**config.mk**
```make
export PLATFORM = sky130hd
export DESIGN_NAME = two_way_lru_cache_tag_lookup
export DESIGN_NICKNAME = d
export VERILOG_FILES = /design/src/design/tlk_pkg.sv /design/src/design/tlk_front.sv /design/src/design/tlk_back.sv /design/src/design/two_way_lru_cache_tag_lookup.sv
export VERILOG_INCLUDE_DIRS = /design/src /design/src/design
export SDC_FILE = /design/constraint.sdc
export NUM_CORES = 2
export LEC_CHECK = 0
export ABC_AREA = 1
export BUFFER_PORTS_ARGS = -buffer_cell sky130_fd_sc_hd__buf_2
export CAP_MARGIN = 0
export CORE_UTILIZATION = 45
export DETAILED_ROUTE_END_ITERATION = 8
export PLACE_DENSITY = 0.72
export SKIP_LAST_GASP = 1
export SYNTH_ARGS = -nofsm -noshare
export SYNTH_HDL_FRONTEND = slang
export SYNTH_SLANG_ARGS = --single-unit
```
**constraint.sdc**
```tcl
create_clock -name clk -period 7.05 [get_ports clk]
set_clock_uncertainty 0.05 [all_clocks]
set_input_delay 0.705 -clock clk [delete_from_list [all_inputs] [get_ports clk]]
set_output_delay 0.705 -clock clk [all_outputs]
set_load 0.02 [all_outputs]
```
**src/design/two_way_lru_cache_tag_lookup_macros.svh**
```systemverilog
// Assertion macros for the two-way LRU cache tag lookup.
// Depends on a clock named clk and a synchronous reset named rst in the including scope.
`ifndef TWO_WAY_LRU_CACHE_TAG_LOOKUP_MACROS_SVH
`define TWO_WAY_LRU_CACHE_TAG_LOOKUP_MACROS_SVH

// The consequent must hold in the same cycle as the antecedent.
`define TLK_ASSERT_SAME(label, ante, cons, msg) \
  label: assert property (@(posedge clk) disable iff (rst) (ante) |-> (cons)) \
    else $error(msg);

// The consequent must hold in the cycle after the antecedent.
`define TLK_ASSERT_NEXT(label, ante, cons, msg) \
  label: assert property (@(posedge clk) disable iff (rst) (ante) |=> (cons)) \
    else $error(msg);

`endif

```
**src/design/tlk_pkg.sv**
```systemverilog
// Shared types and constants for the two-way LRU cache tag lookup.
// No dependencies; used by tlk_front, tlk_back and the top level.
package tlk_pkg;

  localparam int ADDR_W    = 32;
  localparam int OFFSET_W  = 5;
  localparam int BLOCK_W   = 27;
  localparam int SET_OUT_W = 6;
  localparam int TAG_W     = 21;
  localparam int COUNT_W   = 32;

  localparam logic WAY0 = 1'b0;
  localparam logic WAY1 = 1'b1;

  typedef struct packed {
    logic [OFFSET_W-1:0]  byte_offset;
    logic [BLOCK_W-1:0]   block_number;
    logic [SET_OUT_W-1:0] set_index;
    logic [TAG_W-1:0]     tag;
  } req_t;

  typedef struct packed {
    logic [TAG_W-1:0] tag0;
    logic [TAG_W-1:0] tag1;
    logic             valid0;
    logic             valid1;
    logic             recent;
  } entry_t;

  typedef struct packed {
    req_t               req;
    logic               way;
    logic               miss;
    logic               replacement;
    logic [TAG_W-1:0]   evicted_tag;
    logic [COUNT_W-1:0] miss_count;
    logic [COUNT_W-1:0] access_count;
  } result_t;

  typedef enum logic [1:0] {
    ST_CLEAR,
    ST_IDLE,
    ST_LOOKUP
  } state_t;

endpackage

```
**src/design/tlk_front.sv**
```systemverilog
// Front end of the tag lookup: splits each address into its fields and holds
// them in a two-entry queue for the back end. Depends on tlk_pkg.
module tlk_front #(
  parameter int SETS       = 64,
  parameter int LINE_BYTES = 32
) (
  input  logic                       clk,
  input  logic                       rst,
  input  logic                       wr,
  input  logic [tlk_pkg::ADDR_W-1:0] address,
  output logic                       fq_full,
  output logic                       fq_valid,
  input  logic                       fq_pop,
  output tlk_pkg::req_t              fq_req,
  output logic [$clog2(SETS)-1:0]    fq_idx
);
  import tlk_pkg::*;

  localparam int OFF_W = $clog2(LINE_BYTES);
  localparam int SET_W = $clog2(SETS);

  logic [ADDR_W-1:0] blk_full;
  logic [ADDR_W-1:0] tag_full;
  req_t              dec_req;
  logic [SET_W-1:0]  dec_idx;

  req_t             q_req [2];
  logic [SET_W-1:0] q_idx [2];
  logic             wr_ptr;
  logic             rd_ptr;
  logic [1:0]       count;

  always_comb begin
    blk_full             = address >> OFF_W;
    tag_full             = blk_full >> SET_W;
    dec_req.byte_offset  = OFFSET_W'(address & ADDR_W'(LINE_BYTES - 1));
    dec_req.block_number = blk_full[BLOCK_W-1:0];
    dec_req.set_index    = SET_OUT_W'(blk_full & ADDR_W'(SETS - 1));
    dec_req.tag          = tag_full[TAG_W-1:0];
    dec_idx              = blk_full[SET_W-1:0];
  end

  always_ff @(posedge clk) begin
    if (rst) begin
      wr_ptr <= 1'b0;
      rd_ptr <= 1'b0;
      count  <= 2'd0;
    end else begin
      if (wr) begin
        wr_ptr <= ~wr_ptr;
      end
      if (fq_pop) begin
        rd_ptr <= ~rd_ptr;
      end
      count <= count + {1'b0, wr} - {1'b0, fq_pop};
    end
  end

  always_ff @(posedge clk) begin
    if (wr) begin
      q_req[wr_ptr] <= dec_req;
      q_idx[wr_ptr] <= dec_idx;
    end
  end

  assign fq_full  = (count == 2'd2);
  assign fq_valid = (count != 2'd0);
  assign fq_req   = q_req[rd_ptr];
  assign fq_idx   = q_idx[rd_ptr];

endmodule

```
**src/design/tlk_back.sv**
```systemverilog
// Back end of the tag lookup: set memory, LRU update, counters and result queue.
// Depends on tlk_pkg; fed by tlk_front.
module tlk_back #(
  parameter int SETS = 64
) (
  input  logic                    clk,
  input  logic                    rst,
  input  logic                    fq_valid,
  input  tlk_pkg::req_t           fq_req,
  input  logic [$clog2(SETS)-1:0] fq_idx,
  output logic                    fq_pop,
  output logic                    clearing,
  input  logic                    pop,
  output logic                    empty,
  output tlk_pkg::result_t        res
);
  import tlk_pkg::*;

  localparam int SET_W = $clog2(SETS);

  state_t           state;
  state_t           state_next;
  logic [SET_W-1:0] clr_idx;
  logic [SET_W-1:0] clr_idx_next;

  entry_t           mem [SETS];
  entry_t           rd_data;
  logic             mem_we;
  logic [SET_W-1:0] mem_waddr;
  entry_t           mem_wdata;

  req_t             cur_req;
  logic [SET_W-1:0] cur_idx;
  logic             fwd;
  entry_t           fwd_entry;

  entry_t           ent;
  entry_t           new_entry;
  logic             hit0;
  logic             hit1;
  logic             miss;
  logic             fill_way;
  logic             way;
  logic             repl;
  logic [TAG_W-1:0] evicted;

  logic [COUNT_W-1:0] miss_cnt;
  logic [COUNT_W-1:0] acc_cnt;
  logic [COUNT_W-1:0] miss_cnt_next;
  logic [COUNT_W-1:0] acc_cnt_next;

  result_t    ob_data [2];
  result_t    res_new;
  logic       ob_wp;
  logic       ob_rp;
  logic [1:0] ob_cnt;
  logic       ob_push;
  logic       ob_pop;

  // A lookup of the set written in the previous cycle takes the forwarded entry.
  always_comb begin
    ent      = fwd ? fwd_entry : rd_data;
    hit0     = ent.valid0 && (ent.tag0 == cur_req.tag);
    hit1     = ent.valid1 && (ent.tag1 == cur_req.tag);
    miss     = !hit0 && !hit1;
    fill_way = ent.recent ? WAY0 : WAY1;
    priority if (hit0) begin
      way = WAY0;
    end else if (hit1) begin
      way = WAY1;
    end else begin
      way = fill_way;
    end
    repl    = miss && ((fill_way == WAY1) ? ent.valid1 : ent.valid0);
    evicted = '0;
    if (repl) begin
      evicted = (fill_way == WAY1) ? ent.tag1 : ent.tag0;
    end
    new_entry        = ent;
    new_entry.recent = way;
    if (miss) begin
      if (fill_way == WAY1) begin
        new_entry.tag1   = cur_req.tag;
        new_entry.valid1 = 1'b1;
      end else begin
        new_entry.tag0   = cur_req.tag;
        new_entry.valid0 = 1'b1;
      end
    end
    acc_cnt_next  = acc_cnt + COUNT_W'(1);
    miss_cnt_next = miss_cnt + COUNT_W'(miss);

    res_new.req          = cur_req;
    res_new.way          = way;
    res_new.miss         = miss;
    res_new.replacement  = repl;
    res_new.evicted_tag  = evicted;
    res_new.miss_count   = miss_cnt_next;
    res_new.access_count = acc_cnt_next;
  end

  assign ob_pop = pop && (ob_cnt != 2'd0);

  always_comb begin
    state_next   = state;
    clr_idx_next = clr_idx;
    fq_pop       = 1'b0;
    mem_we       = 1'b0;
    mem_waddr    = cur_idx;
    mem_wdata    = new_entry;
    ob_push      = 1'b0;
    clearing     = 1'b0;
    unique case (state)
      ST_CLEAR: begin
        clearing         = 1'b1;
        mem_we           = 1'b1;
        mem_waddr        = clr_idx;
        mem_wdata.tag0   = '0;
        mem_wdata.tag1   = '0;
        mem_wdata.valid0 = 1'b0;
        mem_wdata.valid1 = 1'b0;
        mem_wdata.recent = WAY1;
        if (clr_idx == SET_W'(SETS - 1)) begin
          state_next = ST_IDLE;
        end else begin
          clr_idx_next = clr_idx + SET_W'(1);
        end
      end
      ST_IDLE: begin
        if (fq_valid && (ob_cnt != 2'd2)) begin
          fq_pop     = 1'b1;
          state_next = ST_LOOKUP;
        end
      end
      ST_LOOKUP: begin
        mem_we  = 1'b1;
        ob_push = 1'b1;
        if (fq_valid && ((ob_cnt == 2'd0) || ((ob_cnt == 2'd1) && ob_pop))) begin
          fq_pop = 1'b1;
        end else begin
          state_next = ST_IDLE;
        end
      end
      default: begin
        state_next = ST_IDLE;
      end
    endcase
  end

  always_ff @(posedge clk) begin
    if (rst) begin
      state    <= ST_CLEAR;
      clr_idx  <= '0;
      fwd      <= 1'b0;
      miss_cnt <= '0;
      acc_cnt  <= '0;
      ob_wp    <= 1'b0;
      ob_rp    <= 1'b0;
      ob_cnt   <= 2'd0;
    end else begin
      state   <= state_next;
      clr_idx <= clr_idx_next;
      if (fq_pop) begin
        fwd <= (state == ST_LOOKUP) && (fq_idx == cur_idx);
      end
      if (ob_push) begin
        miss_cnt <= miss_cnt_next;
        acc_cnt  <= acc_cnt_next;
        ob_wp    <= ~ob_wp;
      end
      if (ob_pop) begin
        ob_rp <= ~ob_rp;
      end
      ob_cnt <= ob_cnt + {1'b0, ob_push} - {1'b0, ob_pop};
    end
  end

  always_ff @(posedge clk) begin
    if (mem_we) begin
      mem[mem_waddr] <= mem_wdata;
    end
    if (fq_pop) begin
      rd_data   <= mem[fq_idx];
      cur_req   <= fq_req;
      cur_idx   <= fq_idx;
      fwd_entry <= new_entry;
    end
    if (ob_push) begin
      ob_data[ob_wp] <= res_new;
    end
  end

  assign empty = (ob_cnt == 2'd0);
  assign res   = ob_data[ob_rp];

endmodule

```
**src/design/two_way_lru_cache_tag_lookup.sv**
```systemverilog
// Two-way set-associative tag lookup with LRU replacement; top level.
// A result passes the front queue, the lookup registers and the result queue before it is on the output.
// Throughput: one beat per cycle sustained while the result queue is drained, also for back-to-back
// beats to one set, set by the single read and write port of the set memory in tlk_back.
// Reset: full stays high for SETS cycles while the set memory is cleared one set a cycle.
// Depends on tlk_pkg, tlk_front, tlk_back and two_way_lru_cache_tag_lookup_macros.svh.
`include "two_way_lru_cache_tag_lookup_macros.svh"
module two_way_lru_cache_tag_lookup #(
  parameter int SETS       = 64,
  parameter int LINE_BYTES = 32
) (
  input  logic                          clk,
  input  logic                          rst,
  input  logic                          push,
  output logic                          full,
  input  logic [tlk_pkg::ADDR_W-1:0]    address,
  output logic                          empty,
  input  logic                          pop,
  output logic [tlk_pkg::OFFSET_W-1:0]  byte_offset,
  output logic [tlk_pkg::BLOCK_W-1:0]   block_number,
  output logic [tlk_pkg::SET_OUT_W-1:0] set_index,
  output logic                          way,
  output logic [tlk_pkg::TAG_W-1:0]     tag,
  output logic                          miss,
  output logic                          replacement,
  output logic [tlk_pkg::TAG_W-1:0]     evicted_tag,
  output logic [tlk_pkg::COUNT_W-1:0]   miss_count,
  output logic [tlk_pkg::COUNT_W-1:0]   access_count
);
  import tlk_pkg::*;

  localparam int SET_W = $clog2(SETS);

  logic             wr;
  logic             fq_full;
  logic             fq_valid;
  logic             fq_pop;
  req_t             fq_req;
  logic [SET_W-1:0] fq_idx;
  logic             clearing;
  result_t          res;

  assign full = fq_full || clearing;
  assign wr   = push && !full;

  tlk_front #(
    .SETS       (SETS),
    .LINE_BYTES (LINE_BYTES)
  ) u_front (
    .clk      (clk),
    .rst      (rst),
    .wr       (wr),
    .address  (address),
    .fq_full  (fq_full),
    .fq_valid (fq_valid),
    .fq_pop   (fq_pop),
    .fq_req   (fq_req),
    .fq_idx   (fq_idx)
  );

  tlk_back #(
    .SETS (SETS)
  ) u_back (
    .clk      (clk),
    .rst      (rst),
    .fq_valid (fq_valid),
    .fq_req   (fq_req),
    .fq_idx   (fq_idx),
    .fq_pop   (fq_pop),
    .clearing (clearing),
    .pop      (pop),
    .empty    (empty),
    .res      (res)
  );

  assign byte_offset  = res.req.byte_offset;
  assign block_number = res.req.block_number;
  assign set_index    = res.req.set_index;
  assign tag          = res.req.tag;
  assign way          = res.way;
  assign miss         = res.miss;
  assign replacement  = res.replacement;
  assign evicted_tag  = res.evicted_tag;
  assign miss_count   = res.miss_count;
  assign access_count = res.access_count;

  `TLK_ASSERT_SAME(a_hit_no_evict, !empty && !miss, !replacement && (evicted_tag == '0), "hit reports an eviction")
  `TLK_ASSERT_NEXT(a_count_advances, pop && !empty, empty || (access_count != $past(access_count)), "next result repeats the access count")
  `TLK_ASSERT_SAME(a_clear_blocks, $past(rst), full, "input open before the set memory is cleared")

endmodule

```
Yosys cells after proc, flatten, opt, wreduce, memory -nomap -nowiden
Memory sizes are Yosys's and may differ from the RTL's. A register that Yosys moved wholly into a read port is not among the register bits.
Index checks and enable logic that the tools add are counted.
Widths: inputs -> output; s select.
- memories: 4
- register bits: 132
- output and inout port bits: 149
- bits in writable memories: 3304
- bits of input ports: 36
- memory list (name ; words ; bits a word ; rd ports ; clocked after memory_dff ; wr ports ; RTL line ; source):
    u_back.mem ; 64 ; 45 ; 1 ; 1 ; 1 ; tlk_back.sv:26 ; entry_t mem [SETS];
    u_back.ob_data ; 2 ; 147 ; 1 ; 1 ; 1 ; tlk_back.sv:52 ; result_t ob_data [2];
    u_front.q_req ; 2 ; 59 ; 1 ; 1 ; 1 ; tlk_front.sv:27 ; req_t q_req [2];
    u_front.q_idx ; 2 ; 6 ; 1 ; 1 ; 1 ; tlk_front.sv:28 ; logic [SET_W-1:0] q_idx [2];
- reduce and logical (&&, ||, !) cells: 22
- $add $sub $neg: 7
- equality and inequality tests: 12
- mux-type cells: 34
- bitwise gates (word level): 5
- operators by type and width (operator ; count):
    $mux 45 ; 2
    $mux 21 ; 4
    $mux 44 ; 1
    $eq 21x21->1 ; 2
    $add 32x1->32 ; 1
    $add 32x1->32 const B ; 1
    $mux 1 ; 21
    $logic_and 1x1->1 ; 10
    $add 6x1->6 const B ; 1
    $eq 6x6->1 ; 1
    $eq 6x6->1 const B ; 1
    $mux 2 ; 3
    $mux 6 ; 1
    $pmux 2 s3 ; 1
    $not 1->1 ; 5
    $add 2x1->2 ; 2
    $eq 2x1->1 const B ; 2
    $eq 2x2->1 const B ; 2
    $logic_not 2->1 ; 2
    $ne 2x1->1 const B ; 2
    $ne 2x2->1 const B ; 2
    $reduce_bool 2->1 ; 2
    $sub 2x1->2 ; 2
    $logic_not 1->1 ; 3
    other kinds (5) ; 6

Longest topological paths before layout
- word-level depth: 9
- gate-level depth with buffers: 25
- depth with buffers taken out: 22

Cells and area by module
From an unflattened synthesis, not the netlist that was laid out.
- cell total of the unflattened synthesis: 11015
- area total of the unflattened synthesis: 139344.9 um^2
- modules (own cells, without submodules) (module ; area each (um^2) ; times used ; cells each ; seq. area each (um^2)):
    tlk_back ; 136383.3 ; 1 ; 10846 ; 101527.4
    tlk_front ; 2937.8 ; 1 ; 164 ; 2021.9
    two_way_lru_cache_tag_lookup ; 23.8 ; 1 ; 5 ; 0.0

Worst setup path after synthesis
OpenSTA, ideal clock, no wires.
- path kind: register to register
- from: register u_back.state[0]
- to: memory u_back.ob_data[0][0] (netlist bit), enable pin
- slack: 0.336 ns
- stages on the path, launching flop included: 7
- arrival time: 6.063 ns
- path buffers: 2
- clock period less this slack: 6.714 ns
- cells stage by stage: dfxtp_1 -> inv_1 -> ha_1 -> inv_1 -> clkbuf_1 -> clkbuf_1 -> nor2_1
- longest elaborated chain between the ends: 4
- ends and longest elaborated chain (element ; RTL line ; source):
    start: declaration ; tlk_back.sv:21 ; state_t state;
    start signal: assignment ; tlk_back.sv:161 ; state <= state_next;
    $eq 2x2->1 ; tlk_back.sv:113 ; unique case (state)
    $mux 1 ; tlk_back.sv:113 ;
    $mux 1 ; tlk_back.sv:188 ; if (ob_push) begin
    $mux 1 (not written as such) ; tlk_back.sv:189 ; ob_data[ob_wp] <= res_new;
    end: declaration ; tlk_back.sv:52 ;
No other way between the ends.

==> results.tsv <==
stage	metric	value	unit
sta	slew_headroom	1.616	%
worst_setup_path	r2r-start	u_back.fwd$_SDFFE_PP0P_	
clock_network	cts_made_buffers	337	
synthesis	synth_nets	11445	
route	drtIter0Drc	12869	
power_and_ir_drop	leakagePower	55.37	nW
worst_setup_path	path_class	flip-flop to flip-flop	
global_routing	grt_busiest_layer	met2	
min_path	hold_class	input port to flip-flop	
min_path	min_to	u_back.ob_rp$_SDFFE_PP0P_	
min_path	hp-start	pop	
global_routing	globalRouteMet2Util	39.06	%
cells_and_area	area_growth	12.22	%
cells_and_area	final_cell_mix	edfxtp_1 (3312), nand2_1 (1852), nand3_1 (1475), nor2_1 (1122), o21ai_0 (892)	
clock_network	post-cts-setup-buffers	0	
synthesis	ys_ff_latch	3395	
clock_network	worst_skew_pair.late_latency	0.93	ns
global_routing	grt_pass1_wl	568600	um
outcome	outcome	finished with violations	
global_routing	grt_pass1_vias	86322	
global_routing	track_usage	24.78	%
synthesis	syn_avg_cell_area	12.17	um^2
cells_and_area	drive_gt1_share	9.808	%
synthesis	synth_area	138700	um^2
floorplanning	die_area	310400	um^2
worst_setup_path	critPathCaptureType	flip-flop	
sta	hold_viol_final	0	
worst_setup_path	path_max_fanout	55	
synthesis	seq_area_frac_synth	72.92	%
global_routing	grtUsageMet1	33.00	%
clock_network	cts_hold_buf	32	
floorplanning	core	306100	um^2
clock_network	clockRootBuffer	clkbuf_16	
worst_setup_path	r2r_setup_slack	1.28	ns
floorplanning	std_cell_rows	203	
worst_setup_path	arrival	6.42	ns
worst_setup_path	critPathRequiredTime	7.70	ns
sta	slew_viol_final	0	
synthesis	synth_cells	11398	
floorplanning	die_w	557.1	um
clock_network	clkTransAtPathRegs	0.07	ns
cells_and_area	final_common_cell	edfxtp_1	
placement	io_buffer_count	184	
floorplanning	ios	185	
power_and_ir_drop	power_density	314.9	nW/um^2
global_routing	grt_max_degree	188	
clock_network	clk_path_buf_depth	4	
outcome	violations	capacitance limit	
route	wl_per_cell	24.92	um
route	vias	91969	
min_path	holdPathStages	4	
cells_and_area	fillCellCount	25237	
route	drt-pass1-iter-count	7	
route	ant_nets	0	
cells_and_area	multi_input_area	32200	um^2
route	vias_per_cell	5.811	
clock_network	htree_levels	5	
sta	fin_ws	1.278	ns
route	remaining_drc_errors	0	
route	wl	394400	um
sta	post-route-min-period	5.772	ns
placement	place_ws	1.539	ns
sta	setup_viol	0	
sta	rsz0062_at_grt	false	
sta	min_period_over_period	81.87	%
sta	fin_tns_setup	0	ns
sta	tightest_slew	1.472	ns
power_and_ir_drop	vdd_drop_max	282.6	uV
global_routing	met3_usage	5.355	%
floorplanning	die_height	557.1	um
synthesis	synth_cell_type_count	36	
synthesis	synth_warnings	0	
floorplanning	initial_core_util	45.31	%
cells_and_area	regArea	101100	um^2
clock_network	clock_sinks	3395	
worst_setup_path	worstSetupStartpointType	flip-flop	
placement	gp_congestion	0.9156	
placement	hpwlAfterDp	217500	um
global_routing	gr-total-overflow	0	
cells_and_area	final_nets	11505	
clock_network	cts_tree	built	
job	max_cap_viol_count	1	
global_routing	antenna_found_initial	24	
worst_setup_path	ff2ff_path_depth	14	
clock_network	cts_resized	0	
sta	fmax	173.2	MHz
worst_setup_path	r2r_end	u_back.mem[46][27]$_DFFE_PP_	
-- final cells by class --
class                   instances  share of cell area [%]
diodes                          3                0.004824
clock inverters               190                   1.101
multi-input cells            6464                   20.69
clock buffers                 416                   5.725
well taps                    4100                   3.296
repair buffers                460                   2.256
inverters                     800                   1.948
flip-flops and latches       3395                   64.98
-- worst max-delay path, cell delays in order (launching register included) --
cell,delay [ns]
dfxtp_2,0.84
inv_4,0.44
nand2_1,0.19
nand3_1,0.18
nand2_1,0.12
nor2_1,0.04
nand2_1,0.05
nor2_1,0.05
nand3_2,0.51
buf_4,0.37
nand3_2,0.61
nand2_1,0.25
nand2_1,0.13
nor2_4,1.11
buf_4,0.51
-- per-layer routing --
layer	wire length, um	vias to the layer above
met4	19300	6
met1	147100	44733
li1	-	40701
met3	47730	912
met5	45	-
met2	180200	5617
-- logic make-up (layout without fill, tap and decap cells) --
logic type	Yosys count	after routing	share of synthesized area, %
AO/OA/AOI/OAI	1606	1606	6.943
other	0	3	0
adder cells (fa/ha/maj)	11	11	0.09925
buffers and inverters	1539	1866	4.550
AND/OR/NAND/NOR	4671	4671	14.16
XOR/XNOR	56	56	0.3537
multiplexers	120	120	0.9745
flip-flops	3395	3395	72.92
-- report_power, final --
group          internal (mW)  total [mW]  switching, mW  leakage [nW]
sequential              24.1        24.4          0.283          31.2
combinational           1.55        7.14           5.59          19.0
clock                   9.89        17.5           7.56          5.16
-- synth_stat cells --
cell type,count,area share (%)
nand4_1,67,0.30
xor2_1,56,0.35
and3_1,1,0.0045
nand3b_1,1,0.0054
or2_2,3,0.014
nor2_1,1231,3.3
inv_1,796,2.2
a221oi_1,1,0.0063
a31oi_1,5,0.023
nor3_1,26,0.094
nor4_1,5,0.023
inv_2,3,0.0081
or2_1,1,0.0045
clkbuf_1,388,1.1
nand3_1,1475,5.3
inv_4,1,0.0045
mux2_2,120,0.97
ha_1,11,0.099
a211oi_1,2,0.011
or2_0,1,0.0045
dfxtp_1,83,1.2
o21ai_1,5,0.018
a21oi_1,66,0.24
nand2_2,1,0.0045
o211ai_1,628,3.4
buf_6,10,0.081
edfxtp_1,3312,72
buf_2,235,0.85
o21ai_0,897,3.2
nand3_2,3,0.022
nand2_1,1854,5.0
o22ai_1,1,0.0045
nor3b_1,2,0.011
o21a_1,1,0.0054
buf_1,63,0.17
buf_4,43,0.23
-- stage by stage --
stage	instances	cell area, um^2	hold slack [ns]	util (%)	total power, mW
global placement	15187	144700	0.3726	47.27	31.62
floorplan	11398	138700	0.3715	-	28.68
finish	15828	155600	0.1331	50.85	49.00
CTS	15825	155600	0.1004	50.84	48.96
detailed placement	15187	144700	0.3813	47.27	31.76
global route	15826	155600	0.1390	50.85	50.28
-- how the worst max path moves through the flow --
stage / to / from / slack, ns
2_1_floorplan: u_back.ob_data[0][0]$_DFFE_PP_ / u_back.state[0]$_SDFFE_PP0P_ / 0.34
3_3_place_gp: u_back.mem[46][27]$_DFFE_PP_ / u_back.fwd$_SDFFE_PP0P_ / 1.57
3_5_place_dp: u_back.mem[46][27]$_DFFE_PP_ / u_back.fwd$_SDFFE_PP0P_ / 1.54
4_1_cts: u_back.mem[46][27]$_DFFE_PP_ / u_back.fwd$_SDFFE_PP0P_ / 1.48
5_1_grt: u_back.mem[46][27]$_DFFE_PP_ / u_back.fwd$_SDFFE_PP0P_ / 1.11
6_report: u_back.mem[46][27]$_DFFE_PP_ / u_back.fwd$_SDFFE_PP0P_ / 1.28
-- sequential cells by signal, summed over array words and instances (netlist names), named ones only --
signal / count
u_back.acc_cnt: 32
u_back.clr_idx: 6
u_back.cur_idx: 6
u_back.cur_req: 32
u_back.fwd: 1
u_back.fwd_entry: 45
u_back.mem: 2880
u_back.miss_cnt: 32
u_back.ob_cnt: 2
u_back.ob_data: 240
u_back.ob_rp: 1
u_back.ob_wp: 1
u_back.rd_data: 45
u_back.state: 2
u_front.count: 2
u_front.q_req: 64
u_front.rd_ptr: 1
u_front.wr_ptr: 1
Note: power is estimated with default switching activity, not from simulation.
